$ cat config.mk
export PLATFORM = sky130hd
export DESIGN_NAME = ethernet_arp_icmp_frame_classifier_core
export DESIGN_NICKNAME = d
export VERILOG_FILES = /design/src/rtl/core/eaicf_pkg.sv /design/src/rtl/core/ethernet_arp_icmp_frame_classifier_core.sv
export SDC_FILE = /design/constraint.sdc
export NUM_CORES = 1
export LEC_CHECK = 0
export BUFFER_PORTS_ARGS = -buffer_cell sky130_fd_sc_hd__buf_4
export CORE_ASPECT_RATIO = 0.75
export CORE_MARGIN = 2
export CORE_UTILIZATION = 50
export DETAILED_ROUTE_END_ITERATION = 12
export PLACE_DENSITY = 0.7
export RECOVER_POWER = 100
export SYNTH_ARGS = -nofsm -noshare
export SYNTH_HDL_FRONTEND = slang
export SYNTH_SLANG_ARGS = --single-unit
$ cat constraint.sdc
create_clock -name clk -period 6 [get_ports clk]
set_clock_uncertainty 0.2 [all_clocks]
set_input_delay 0.9 -clock clk [delete_from_list [all_inputs] [get_ports clk]]
set_output_delay 0.9 -clock clk [all_outputs]
set_load 0.1 [all_outputs]
$ cat src/rtl/core/eaicf_pkg.sv
package eaicf_pkg;

	// Default frame length limit
	localparam int MAX_FRAME_BYTES_DEF = 2048;

	// Configuration registers
	localparam int CFG_W = 48;
	localparam logic REG_OWN_IP  = 1'b0;
	localparam logic REG_OWN_MAC = 1'b1;

	// Protocol constants
	localparam logic [15:0] ETHERTYPE_ARP   = 16'h0806;
	localparam logic [15:0] ETHERTYPE_IPV4  = 16'h0800;
	localparam logic [15:0] ARP_HW_ETH      = 16'h0001;
	localparam logic [15:0] ARP_OP_REQUEST  = 16'h0001;
	localparam logic [15:0] ARP_OP_REPLY    = 16'h0002;
	localparam logic [7:0]  ARP_HW_LEN      = 8'd6;
	localparam logic [7:0]  ARP_PROTO_LEN   = 8'd4;
	localparam logic [7:0]  IPPROTO_ICMP    = 8'd1;
	localparam logic [7:0]  ICMP_ECHO_REPLY = 8'd0;
	localparam logic [3:0]  IHL_MASK        = 4'hF;

	// Reply frame
	localparam int REPLY_BYTES = 42;
	localparam int REPLY_W     = REPLY_BYTES * 8;

	typedef enum logic [1:0] {
		KIND_IGNORE = 2'd0,
		KIND_REPLY  = 2'd1,
		KIND_LEARN  = 2'd2,
		KIND_ECHO   = 2'd3
	} kind_t;

	typedef struct packed {
		logic [7:0]  rx_byte;
		logic        rx_last;
		logic [31:0] now_tick;
	} item_t;

	typedef struct packed {
		kind_t       kind;
		logic [7:0]  tx_byte;
		logic        tx_last;
		logic [31:0] peer_ip;
		logic [47:0] peer_mac;
		logic [15:0] echo_ident;
		logic [15:0] echo_seq;
		logic [31:0] rx_tick;
	} result_t;

endpackage

$ cat src/rtl/core/ethernet_arp_icmp_frame_classifier_core.sv
// Flow: a frame's decision is held in the decision stage after its last byte is accepted until it is
//   taken, and the result word is registered in the output register; a reply frame streams from the shift register.
// Throughput: one byte per cycle; the input stalls only while a decided frame waits, for the
//   output register or for a 42-byte reply frame still streaming out of the shift register.
// Reset: arst_n clears the byte counter, all captured header fields, the configuration
//   registers and the valid flags of the decision stage, reply counter and output register.
module ethernet_arp_icmp_frame_classifier_core
	import eaicf_pkg::*;
#(
	parameter int MAX_FRAME_BYTES = MAX_FRAME_BYTES_DEF
) (
	input  logic             clk,
	input  logic             arst_n,
	input  logic             item_valid,
	output logic             item_ready,
	input  item_t            item,
	output logic             res_valid,
	input  logic             res_ready,
	output result_t          res,
	input  logic             cfg_we,
	input  logic             cfg_index,
	input  logic [CFG_W-1:0] cfg_wdata
);

	localparam int CNT_W = $clog2(MAX_FRAME_BYTES + 1);
	localparam int CMP_W = ((CNT_W > 16) ? CNT_W : 16) + 1;
	localparam int RCNT_W = $clog2(REPLY_BYTES + 1);

	// Configuration
	logic [31:0] own_ip_q;
	logic [47:0] own_mac_q;

	// Frame capture state
	logic [CNT_W-1:0] byte_count_q;
	logic [47:0] eth_source_mac_q;
	logic [15:0] ether_type_q;
	logic [15:0] arp_hw_type_q;
	logic [15:0] arp_proto_type_q;
	logic [15:0] arp_operation_q;
	logic [47:0] arp_sender_mac_q;
	logic [31:0] arp_sender_ip_q;
	logic [31:0] arp_target_ip_q;
	logic [3:0]  ip_header_words_q;
	logic [7:0]  ip_protocol_q;
	logic [15:0] ip_total_length_q;
	logic [31:0] ip_source_q;
	logic [7:0]  icmp_type_seen_q;
	logic [15:0] icmp_ident_seen_q;
	logic [15:0] icmp_seq_seen_q;

	// Decision stage
	logic             pend_vld_s1;
	logic [CNT_W-1:0] pend_pos_s1;
	logic             pend_big_s1;
	logic [31:0]      pend_tick_s1;

	// Reply streaming
	logic [REPLY_W-1:0] rep_sr_q;
	logic [RCNT_W-1:0]  rep_cnt_q;

	// Output register
	logic    res_valid_q;
	result_t res_q;

	logic             item_acc;
	logic             cap_en;
	logic [CNT_W-1:0] pos;
	logic [7:0]       b;
	logic [3:0]       ihl_nxt;
	logic [6:0]       off;
	logic [6:0]       off4;
	logic [6:0]       off6;
	logic             rep_busy;
	logic             slot_free;
	logic             rep_emit;
	logic             pend_take;
	kind_t            action;
	result_t          single;
	result_t          rep_word;
	logic [REPLY_W-1:0] reply_frame;

	function automatic logic in_rng(logic [CNT_W-1:0] p, logic [CNT_W-1:0] lo,
		logic [CNT_W-1:0] hi);
		return (p >= lo) && (p <= hi);
	endfunction

	// Handshake control
	assign rep_busy   = (rep_cnt_q != '0);
	assign slot_free  = !res_valid_q || res_ready;
	assign rep_emit   = rep_busy && slot_free;
	assign pend_take  = pend_vld_s1 && !rep_busy && slot_free;
	assign item_ready = !pend_vld_s1 || pend_take;
	assign item_acc   = item_valid && item_ready;

	// Capture position of this byte
	assign pos    = byte_count_q;
	assign b      = item.rx_byte;
	assign cap_en = item_acc && (byte_count_q < CNT_W'(MAX_FRAME_BYTES));

	// ICMP offset follows the header length captured at this very byte
	assign ihl_nxt = (cap_en && (pos == CNT_W'(14))) ? (b[3:0] & IHL_MASK) : ip_header_words_q;
	assign off     = 7'd14 + {1'b0, ihl_nxt, 2'b00};
	assign off4    = off + 7'd4;
	assign off6    = off + 7'd6;

	// Configuration writes
	always_ff @(posedge clk or negedge arst_n) begin
		if (!arst_n) begin
			own_ip_q  <= '0;
			own_mac_q <= '0;
		end else if (cfg_we) begin
			case (cfg_index)
				REG_OWN_IP:  own_ip_q  <= cfg_wdata[31:0];
				REG_OWN_MAC: own_mac_q <= cfg_wdata[47:0];
				default: ;
			endcase
		end
	end

	// Count bytes and capture header fields; the first bytes of a frame capture nothing,
	// so a new frame may start while the previous decision is taken
	always_ff @(posedge clk or negedge arst_n) begin
		if (!arst_n) begin
			byte_count_q      <= '0;
			eth_source_mac_q  <= '0;
			ether_type_q      <= '0;
			arp_hw_type_q     <= '0;
			arp_proto_type_q  <= '0;
			arp_operation_q   <= '0;
			arp_sender_mac_q  <= '0;
			arp_sender_ip_q   <= '0;
			arp_target_ip_q   <= '0;
			ip_header_words_q <= '0;
			ip_protocol_q     <= '0;
			ip_total_length_q <= '0;
			ip_source_q       <= '0;
			icmp_type_seen_q  <= '0;
			icmp_ident_seen_q <= '0;
			icmp_seq_seen_q   <= '0;
		end else begin
			if (item_acc) begin
				if (item.rx_last) begin
					byte_count_q <= '0;
				end else if (byte_count_q < CNT_W'(MAX_FRAME_BYTES)) begin
					byte_count_q <= byte_count_q + 1'b1;
				end
			end
			if (cap_en) begin
				if (in_rng(pos, CNT_W'(6), CNT_W'(11)))
					eth_source_mac_q <= {eth_source_mac_q[39:0], b};
				if (in_rng(pos, CNT_W'(12), CNT_W'(13)))
					ether_type_q <= {ether_type_q[7:0], b};
				if (in_rng(pos, CNT_W'(14), CNT_W'(15)))
					arp_hw_type_q <= {arp_hw_type_q[7:0], b};
				if (in_rng(pos, CNT_W'(16), CNT_W'(17))) begin
					arp_proto_type_q  <= {arp_proto_type_q[7:0], b};
					ip_total_length_q <= {ip_total_length_q[7:0], b};
				end
				if (in_rng(pos, CNT_W'(20), CNT_W'(21)))
					arp_operation_q <= {arp_operation_q[7:0], b};
				if (in_rng(pos, CNT_W'(22), CNT_W'(27)))
					arp_sender_mac_q <= {arp_sender_mac_q[39:0], b};
				if (in_rng(pos, CNT_W'(28), CNT_W'(31)))
					arp_sender_ip_q <= {arp_sender_ip_q[23:0], b};
				if (in_rng(pos, CNT_W'(38), CNT_W'(41)))
					arp_target_ip_q <= {arp_target_ip_q[23:0], b};
				ip_header_words_q <= ihl_nxt;
				if (pos == CNT_W'(23))
					ip_protocol_q <= b;
				if (in_rng(pos, CNT_W'(26), CNT_W'(29)))
					ip_source_q <= {ip_source_q[23:0], b};
				if (pos == CNT_W'(off))
					icmp_type_seen_q <= b;
				if (in_rng(pos, CNT_W'(off4), CNT_W'(off4 + 7'd1)))
					icmp_ident_seen_q <= {icmp_ident_seen_q[7:0], b};
				if (in_rng(pos, CNT_W'(off6), CNT_W'(off6 + 7'd1)))
					icmp_seq_seen_q <= {icmp_seq_seen_q[7:0], b};
			end
		end
	end

	// Hold the last byte's position and tick until the decision is taken
	always_ff @(posedge clk or negedge arst_n) begin
		if (!arst_n) begin
			pend_vld_s1 <= 1'b0;
		end else if (item_acc && item.rx_last) begin
			pend_vld_s1 <= 1'b1;
		end else if (pend_take) begin
			pend_vld_s1 <= 1'b0;
		end
	end

	always_ff @(posedge clk) begin
		if (item_acc && item.rx_last) begin
			pend_pos_s1  <= byte_count_q;
			pend_big_s1  <= (byte_count_q >= CNT_W'(MAX_FRAME_BYTES));
			pend_tick_s1 <= item.now_tick;
		end
	end

	// Classify the frame from its captured fields
	always_comb begin
		logic [5:0]       hdr;
		logic [CMP_W-1:0] len_need;
		logic [16:0]      hdr_min;
		hdr      = {ip_header_words_q, 2'b00};
		len_need = CMP_W'(ip_total_length_q) + CMP_W'(13);
		hdr_min  = {11'd0, hdr} + 17'd8;
		action   = KIND_IGNORE;
		if (!pend_big_s1 && (pend_pos_s1 >= CNT_W'(13))) begin
			if (ether_type_q == ETHERTYPE_ARP) begin
				if ((pend_pos_s1 >= CNT_W'(41)) && (arp_hw_type_q == ARP_HW_ETH) &&
					(arp_proto_type_q == ETHERTYPE_IPV4)) begin
					if (arp_operation_q == ARP_OP_REQUEST) begin
						if (arp_target_ip_q == own_ip_q)
							action = KIND_REPLY;
					end else if (arp_operation_q == ARP_OP_REPLY) begin
						action = KIND_LEARN;
					end
				end
			end else if (ether_type_q == ETHERTYPE_IPV4) begin
				if ((pend_pos_s1 >= CNT_W'(33)) && (hdr >= 6'd20) &&
					(ip_protocol_q == IPPROTO_ICMP) &&
					(CMP_W'(pend_pos_s1) >= len_need) &&
					({1'b0, ip_total_length_q} >= hdr_min) &&
					(icmp_type_seen_q == ICMP_ECHO_REPLY))
					action = KIND_ECHO;
			end
		end
	end

	// Build the single result word
	always_comb begin
		single         = '0;
		single.kind    = action;
		single.tx_last = 1'b1;
		case (action)
			KIND_LEARN: begin
				single.peer_ip  = arp_sender_ip_q;
				single.peer_mac = arp_sender_mac_q;
			end
			KIND_ECHO: begin
				single.peer_ip    = ip_source_q;
				single.echo_ident = icmp_ident_seen_q;
				single.echo_seq   = icmp_seq_seen_q;
				single.rx_tick    = pend_tick_s1;
			end
			default: ;
		endcase
	end

	// Build the reply byte word from the top of the shift register
	always_comb begin
		rep_word         = '0;
		rep_word.kind    = KIND_REPLY;
		rep_word.tx_byte = rep_sr_q[REPLY_W-1 -: 8];
		rep_word.tx_last = (rep_cnt_q == RCNT_W'(1));
	end

	// Assemble the ARP reply frame, first wire byte on top
	assign reply_frame = {eth_source_mac_q, own_mac_q, ETHERTYPE_ARP, ARP_HW_ETH, ETHERTYPE_IPV4,
		ARP_HW_LEN, ARP_PROTO_LEN, ARP_OP_REPLY, own_mac_q, arp_target_ip_q,
		arp_sender_mac_q, arp_sender_ip_q};

	// Reply shift register and byte counter
	always_ff @(posedge clk or negedge arst_n) begin
		if (!arst_n) begin
			rep_cnt_q <= '0;
		end else if (pend_take && (action == KIND_REPLY)) begin
			rep_cnt_q <= RCNT_W'(REPLY_BYTES);
		end else if (rep_emit) begin
			rep_cnt_q <= rep_cnt_q - 1'b1;
		end
	end

	always_ff @(posedge clk) begin
		if (pend_take && (action == KIND_REPLY)) begin
			rep_sr_q <= reply_frame;
		end else if (rep_emit) begin
			rep_sr_q <= {rep_sr_q[REPLY_W-9:0], 8'h00};
		end
	end

	// Output register
	always_ff @(posedge clk or negedge arst_n) begin
		if (!arst_n) begin
			res_valid_q <= 1'b0;
		end else if (rep_emit || (pend_take && (action != KIND_REPLY))) begin
			res_valid_q <= 1'b1;
		end else if (res_ready) begin
			res_valid_q <= 1'b0;
		end
	end

	always_ff @(posedge clk) begin
		if (rep_emit) begin
			res_q <= rep_word;
		end else if (pend_take && (action != KIND_REPLY)) begin
			res_q <= single;
		end
	end

	assign res_valid = res_valid_q;
	assign res       = res_q;

	// Checks
	a_stall_only_on_pend: assert property (@(posedge clk) disable iff (!arst_n)
		!item_ready |-> pend_vld_s1)
		else $error("input stalled without a pending decision");

	a_rep_cnt_range: assert property (@(posedge clk) disable iff (!arst_n)
		rep_cnt_q <= RCNT_W'(REPLY_BYTES))
		else $error("reply byte counter out of range");

	a_rep_start: assert property (@(posedge clk) disable iff (!arst_n)
		$rose(rep_busy) |-> $past(pend_vld_s1))
		else $error("reply started without a pending decision");

	a_rep_last: assert property (@(posedge clk) disable iff (!arst_n)
		(rep_emit && (rep_cnt_q == RCNT_W'(1))) |=> (res_valid_q && res_q.tx_last))
		else $error("last reply byte not flagged");

endmodule
==> results.json, run 1 <==
{
  "slew_headroom": -1.057,
  "viasPerCell": 5.912,
  "worst-setup-path-type": "flop to flop",
  "multiInputGateArea_sq_um": 13220,
  "routed_wl_um": 92640,
  "grt_pass1_vias": 24520,
  "antenna_found_initial": 4,
  "ir_drop_mv": 0.2438,
  "clkTransAtPathRegs_ps": 60,
  "cts-buffers-inserted": 90,
  "hold_viol_final": 0,
  "synthCells": 2888,
  "top_usage_layer": "met1",
  "drive_gt1_frac": 0.2046,
  "syn_nets": 3022,
  "finalCritPeriodShare": 0.9143,
  "crit_chain": "inv_1 > ha_1 > or4b_2 > o21ai_0 > clkbuf_1 > nand4_1 > o22ai_1 > buf_2 > a22o_1",
  "cts_sinks": 944,
  "status": "finished with violations",
  "grt_start_max_net_pins": 202,
  "max_cap_violations": 14,
  "antenna_cells_inserted": 0,
  "slew_viol_final": 615,
  "grt_use_total": 0.2359,
  "syn2layout_area_growth_pct": 13.19,
  "critPathCaptureType": "flop",
  "syn-cell-area_sq_um": 38180,
  "port-buffer-count": 251,
  "die_h_um": 243.3,
  "cp-start-kind": "flop",
  "wl_per_cell_um": 22.24,
  "min_path_type": "flop to flop",
  "num_rows": 87,
  "cts_tree": "yes",
  "synth.area.top_cells": "dfrtp_1 27%, edfxtp_1 24%, dfxtp_1 12%",
  "synth_edf_count": 310,
  "period_needed_ps": 5486,
  "powerDensity_nw_per_um2": 392.1,
  "first_iter_violations": 2257,
  "drtPass1Iterations": 8,
  "place_area_sq_um": 41040,
  "synthDistinctLibCells": 72,
  "rsz0062_at_grt": "false",
  "syn_avg_cell_area_sq_um": 13.22,
  "htree_levels": 3,
  "regArea_sq_um": 24040,
  "grtUsageMet3": 0.03658,
  "ys_seq_elements": 944,
  "finalSetupTns_ps": 0,
  "synth_ff_type": "dfrtp_1",
  "path_max_fanout": 72,
  "final_common_cell": "dfrtp_1",
  "grt_overflow": 0,
  "grt_first_pass_wirelength_um": 145400,
  "final_antenna_net_count": 0,
  "drc_errors": 0,
  "timing.fmax_mhz": 182.3,
  "nets": 3200,
  "cp_top_family": "buffers and inverters",
  "vias": 24630,
  "synth_seq_area_share": 0.6297,
  "synth_warnings": 0,
  "synth.top_cell.area_share": 0.2674,
  "worst_pin_slew_ps": 3086,
  "root_buffer": "clkbuf_16",
  "setup_viol": 0,
  "slowest_stage": "buf_2",
  "critPathBufInv": 3,
  "synthArstFlopShare": 0.4322,
  "cp_slowest_stage_delay_ps": 1230,
  "place_congestion": 0.9059,
  "die_area_sq_um": 78620,
  "clk_latency_ps": 640,
  "start_util": 0.5062,
  "violations": "capacitance limit, slew limit",
  "core_sq_um": 75440,
  "p_leak_uw": 0.01766,
  "fill_cells": 6105,
  "use_met1": 0.3620,
  "dp.final_hpwl_um": 58780,
  "layout_common_cells": "408 x dfrtp_1, 365 x mux2_2, 360 x a22o_1",
  "num_io_pins": 252,
  "crit_arrival_ps": 5850,
  "ctsLongestPathBuffers": 3,
  "synth_top_area_cell": "dfrtp_1",
  "die_x_um": 323.1,
  "post-cts-setup-buffer-count": 0,
  "use_met2": 0.3525,
  "fin_area_sq_um": 43220,
  "cp.required_ps": 6370
}
## repair_timing
item | CTS | global route
hold endpoints to repair | 34 | 0
hold buffers | 1 | 0
gates resized for setup | 0 | 0
setup endpoints to repair | 0 | 0
## worst paths after layout
kind	from	to	slack, ps	cells past startpoint
worst max register to register	rep_cnt_q[0]	res[10]	510	9
worst max-delay path	rep_cnt_q[0]	res[10]	510	9
min in group asynchronous	arst_n	own_ip_q[9]	1400	2
worst min-delay path	pend_tick_s1[27]	res[27]	240	1
worst min register to register	pend_tick_s1[27]	res[27]	240	1
max in group asynchronous	arst_n	ip_source_q[22]	1370	3
## where the power goes
| part | switching (uW) | internal, uW |
|---|---|---|
| Sequential | 592 | 7980 |
| Clock | 2440 | 3280 |
| Combinational | 1670 | 992 |
## kinds of logic after synthesis
logic type | after synthesis | share of synthesized area
AND/OR/NAND/NOR | 645 | 0.08353
flip-flops | 944 | 0.6297
adder cells (fa/ha/maj) | 39 | 0.01278
buffers and inverters | 232 | 0.02628
XOR/XNOR | 57 | 0.01307
AO/OA/AOI/OAI | 587 | 0.1220
multiplexers | 384 | 0.1127
## flip-flops by register name (all words and copies together), names as in the netlist, 4 cells and up
signal / count
ip_protocol_q: 8
ip_header_words_q: 4
eth_source_mac_q: 48
rep_sr_q: 336
own_ip_q: 32
ip_source_q: 32
rep_cnt_q: 6
arp_sender_ip_q: 32
own_mac_q: 48
icmp_type_seen_q: 8
res: 155
icmp_seq_seen_q: 16
arp_sender_mac_q: 48
byte_count_q: 12
arp_proto_type_q: 16
pend_pos_s1: 12
pend_tick_s1: 32
arp_operation_q: 16
ether_type_q: 16
arp_target_ip_q: 32
icmp_ident_seen_q: 16
arp_hw_type_q: 16
## metrics by stage
stage / power, uW / util / hold WS (ps) / setup WS, ps / instances
2_1_floorplan: 10460 / - / 232.1 / 976.9 / 2888
3_3_place_gp: 11290 / 0.5441 / 237.2 / 872.5 / 3996
3_5_place_dp: 11410 / 0.5441 / 241.6 / 760.5 / 3996
4_1_cts: 17130 / 0.5837 / 186.4 / 734.1 / 4166
5_1_grt: 17670 / 0.5729 / 221.1 / 250.4 / 4166
6_report: 16950 / 0.5729 / 238.2 / 514.4 / 4166
## metal layers
layer | share of wire | wire, um
met1 | 0.47 | 43690
met2 | 0.46 | 42230
met3 | 0.054 | 4967
met4 | 0.019 | 1740
met5 | 0.00014 | 13
## area by class of cell
class	count	area share
well taps	1023	0.02962
repair buffers	295	0.03749
clock inverters	35	0.008598
flip-flops and latches	944	0.5563
multi-input cells	1712	0.3058
inverters	23	0.001998
clock buffers	134	0.06022
## synthesized netlist by cell type (all sizes together), types with 44 or more instances
| cell type | number |
|---|---|
| xnor2 | 44 |
| edfxtp | 310 |
| a22o | 360 |
| nand3 | 57 |
| nand2 | 223 |
| dfrtp | 408 |
| nand4 | 60 |
| nor2 | 131 |
| buf | 49 |
| clkbuf | 155 |
| a21oi | 81 |
| mux2 | 366 |
| dfxtp | 226 |
(Power assumes the default switching activity.)
==> run 2: changes to the inputs <==
--- a/config.mk
+++ b/config.mk
@@ -5,6 +5,7 @@
 export SDC_FILE = /design/constraint.sdc
 export NUM_CORES = 1
 export LEC_CHECK = 0
+export ABC_AREA = 1
 export BUFFER_PORTS_ARGS = -buffer_cell sky130_fd_sc_hd__buf_4
 export CORE_ASPECT_RATIO = 0.75
 export CORE_MARGIN = 2
==> results.json, run 2 <==
{
  "setup.worst_path.end": "rep_sr_q[32]",
  "worst_pin_slew_ps": 4454,
  "rr_endpoint": "rep_sr_q[32]",
  "fin_cells": 5274,
  "crit_top_cell": "nand2_1",
  "violations": "capacitance limit, slew limit",
  "drc_errors": 0,
  "die_area_sq_um": 79760,
  "netlist_top_cells_count": "1,169 x nand2_1, 431 x inv_1, 408 x dfrtp_1",
  "finalPower_uw": 18410,
  "crit_arrival_ps": 5420,
  "path_depth": 20,
  "num_io_pins": 252,
  "cts_sinks": 944,
  "htree_levels": 3,
  "slowest_stage": "nand2_1",
  "synth_top_family_by_area": "simple AND/OR/NAND/NOR gates",
  "syn_nets": 4124,
  "layout_common_cells": "1,174 x nand2_1, 433 x inv_1, 408 x dfrtp_1",
  "grt_overflow": 0,
  "synth_top_area_cell": "dfrtp_1",
  "slew_headroom": -1.970,
  "core_sq_um": 76850,
  "cp_slowest_stage_delay_ps": 950,
  "routed_wl_um": 92240,
  "critPathBufInv": 2,
  "drtPass1Iterations": 5,
  "grt_use_total": 0.2321,
  "synthArstFlopShare": 0.4322,
  "powerDensity_nw_per_um2": 420.9,
  "syn-cell-area_sq_um": 38750,
  "finalCritPeriodShare": 0.8523,
  "slew_viol_final": 926,
  "rrSetupSlack_ps": 890,
  "yosys.area_share.simple": 0.1726,
  "hold_viol_final": 0,
  "multiInputGateArea_sq_um": 12160,
  "cts_tree": "yes",
  "dp.final_hpwl_um": 59360,
  "p_leak_uw": 0.01983,
  "reg2reg_depth": 20,
  "cts-buffers-inserted": 91,
  "setup_viol": 0,
  "post-route-util": 0.5691,
  "synth_most_common_cell": "nand2_1",
  "vias": 27400,
  "min_path_type": "flop to flop",
  "worst-setup-path-type": "flop to flop",
  "viasPerCell": 5.196,
  "die_h_um": 245.1,
  "final_antenna_net_count": 0,
  "grt_start_max_net_pins": 136,
  "antenna_cells_inserted": 0,
  "synth_compound_area_frac": 0.07963,
  "wl_per_cell_um": 17.49,
  "regArea_sq_um": 24040,
  "final_common_cell": "nand2_1",
  "syn_avg_cell_area_sq_um": 9.711,
  "cp.required_ps": 6310,
  "num_rows": 88,
  "nets": 4298,
  "finalSetupTns_ps": 0,
  "synthDistinctLibCells": 47,
  "first_iter_violations": 2620,
  "synth.top_cell.area_share": 0.2635,
  "status": "finished with violations",
  "clk_latency_ps": 650,
  "hold_slack_ps": 243.3,
  "synthXorXnorAreaFrac": 0.007911,
  "root_buffer": "clkbuf_16",
  "crit_chain": "inv_1 > o21ai_1 > nand3_1 > xor2_1 > ha_1 > nand2_1 > nor2_1 > nand4_1 > nand3_1 > nand2_1 > nand2_1 > nand2_1 > nand2_1 > nand3_1 > nand2_1 > nand3_1 > nor2_4 > clkbuf_2 > nand2_1 > nand2_1",
  "synthMuxAreaShare": 0.04127,
  "synthAdderAreaFrac": 0.01259,
  "period_needed_ps": 5114,
  "rsz0062_at_grt": "false",
  "ys_seq_elements": 944,
  "largest_register_ffs": 336,
  "top_register": "rep_sr_q",
  "synth_warnings": 0,
  "timing.fmax_mhz": 195.6,
  "synth_ff_type": "dfrtp_1",
  "cts-hold-fix-buffers": 0,
  "min_path_cells": 2,
  "clkTransAtPathRegs_ps": 60,
  "synthCells": 3990,
  "cp_top_family": "simple AND/OR/NAND/NOR gates",
  "r2r_start": "arp_proto_type_q[0]",
  "grt_first_pass_wirelength_um": 146700,
  "start_util": 0.5042,
  "grt_pass1_vias": 26070,
  "synth.area.top_cells": "dfrtp_1 26%, edfxtp_1 24%, dfxtp_1 12%",
  "cts_resized": 0,
  "critPathCaptureType": "flop",
  "ctsLongestPathBuffers": 3,
  "antenna_found_initial": 6,
  "drive_gt1_frac": 0.1130,
  "port-buffer-count": 251,
  "post-cts-setup-buffer-count": 0,
  "syn2layout_area_growth_pct": 12.89,
  "synth_seq_area_share": 0.6205,
  "path_max_fanout": 35,
  "place_congestion": 0.8864,
  "ir_drop_mv": 0.2265,
  "die_x_um": 325.4,
  "fill_cells": 6813,
  "cp-start-kind": "flop",
  "cp-startpoint": "arp_proto_type_q[0]",
  "synth_edf_count": 310,
  "max_cap_violations": 14,
  "numPlacedInstances": 5106
}
==> run 2: routing by layer <==
layer / routed length, um / vias up / share of wire / track usage
met5: 25 / - / 0.00027 / 0
met4: 2017 / 4 / 0.022 / 0.05842
met3: 5344 / 142 / 0.058 / 0.04388
met2: 41390 / 678 / 0.45 / 0.3561
met1: 43460 / 13230 / 0.47 / 0.3412
li1: - / 13350 / - / -
==> run 2: final cells by class <==
class | count | share of cell area
Sequential cell | 944 | 0.5497
Multi-Input combinational cell | 2402 | 0.2780
Clock buffer | 132 | 0.06196
Inverter | 436 | 0.03759
Timing Repair Buffer | 289 | 0.03641
Tap cell | 1035 | 0.02961
Clock inverter | 36 | 0.006722
==> run 2: how the worst min path moves through the flow <==
stage,startpoint,slack (ps),end
5_1_grt,item[15],200,pend_tick_s1[15]
2_1_floorplan,icmp_type_seen_q[0],240,icmp_type_seen_q[0]
6_report,res[84],240,res[84]
4_1_cts,arst_n,90,arp_sender_ip_q[28]
3_5_place_dp,res[84],230,res[84]
3_3_place_gp,res[67],230,res[67]
==> run 2: power by group <==
group          total, uW  switching (uW)  internal [uW]
clock network       5760            2450           3310
registers           9200             800           8400
logic               3450            2320           1130
total              18400            5570          12800
==> run 2: stage by stage <==
stage	area [sq um]	setup WS (ps)
floorplan	38750	384.9
global placement	41480	870.4
detailed placement	41480	857.2
CTS	44490	1460
global route	43740	483.7
finish	43740	886.3
==> run 2: cells by family after synthesis <==
logic type / Yosys count
AOI/OAI and AO/OA: 566
xor gates and xnor gates: 35
adders and majority gates: 39
buffers and inverters: 644
DFF: 944
muxes: 142
and+or+nand+nor: 1620
==> run 2: tightest hold or removal path, stage by stage (launching register included) <==
cell	delay (ps)
dfxtp_1	320
nand2_1	50
nand2_1	40
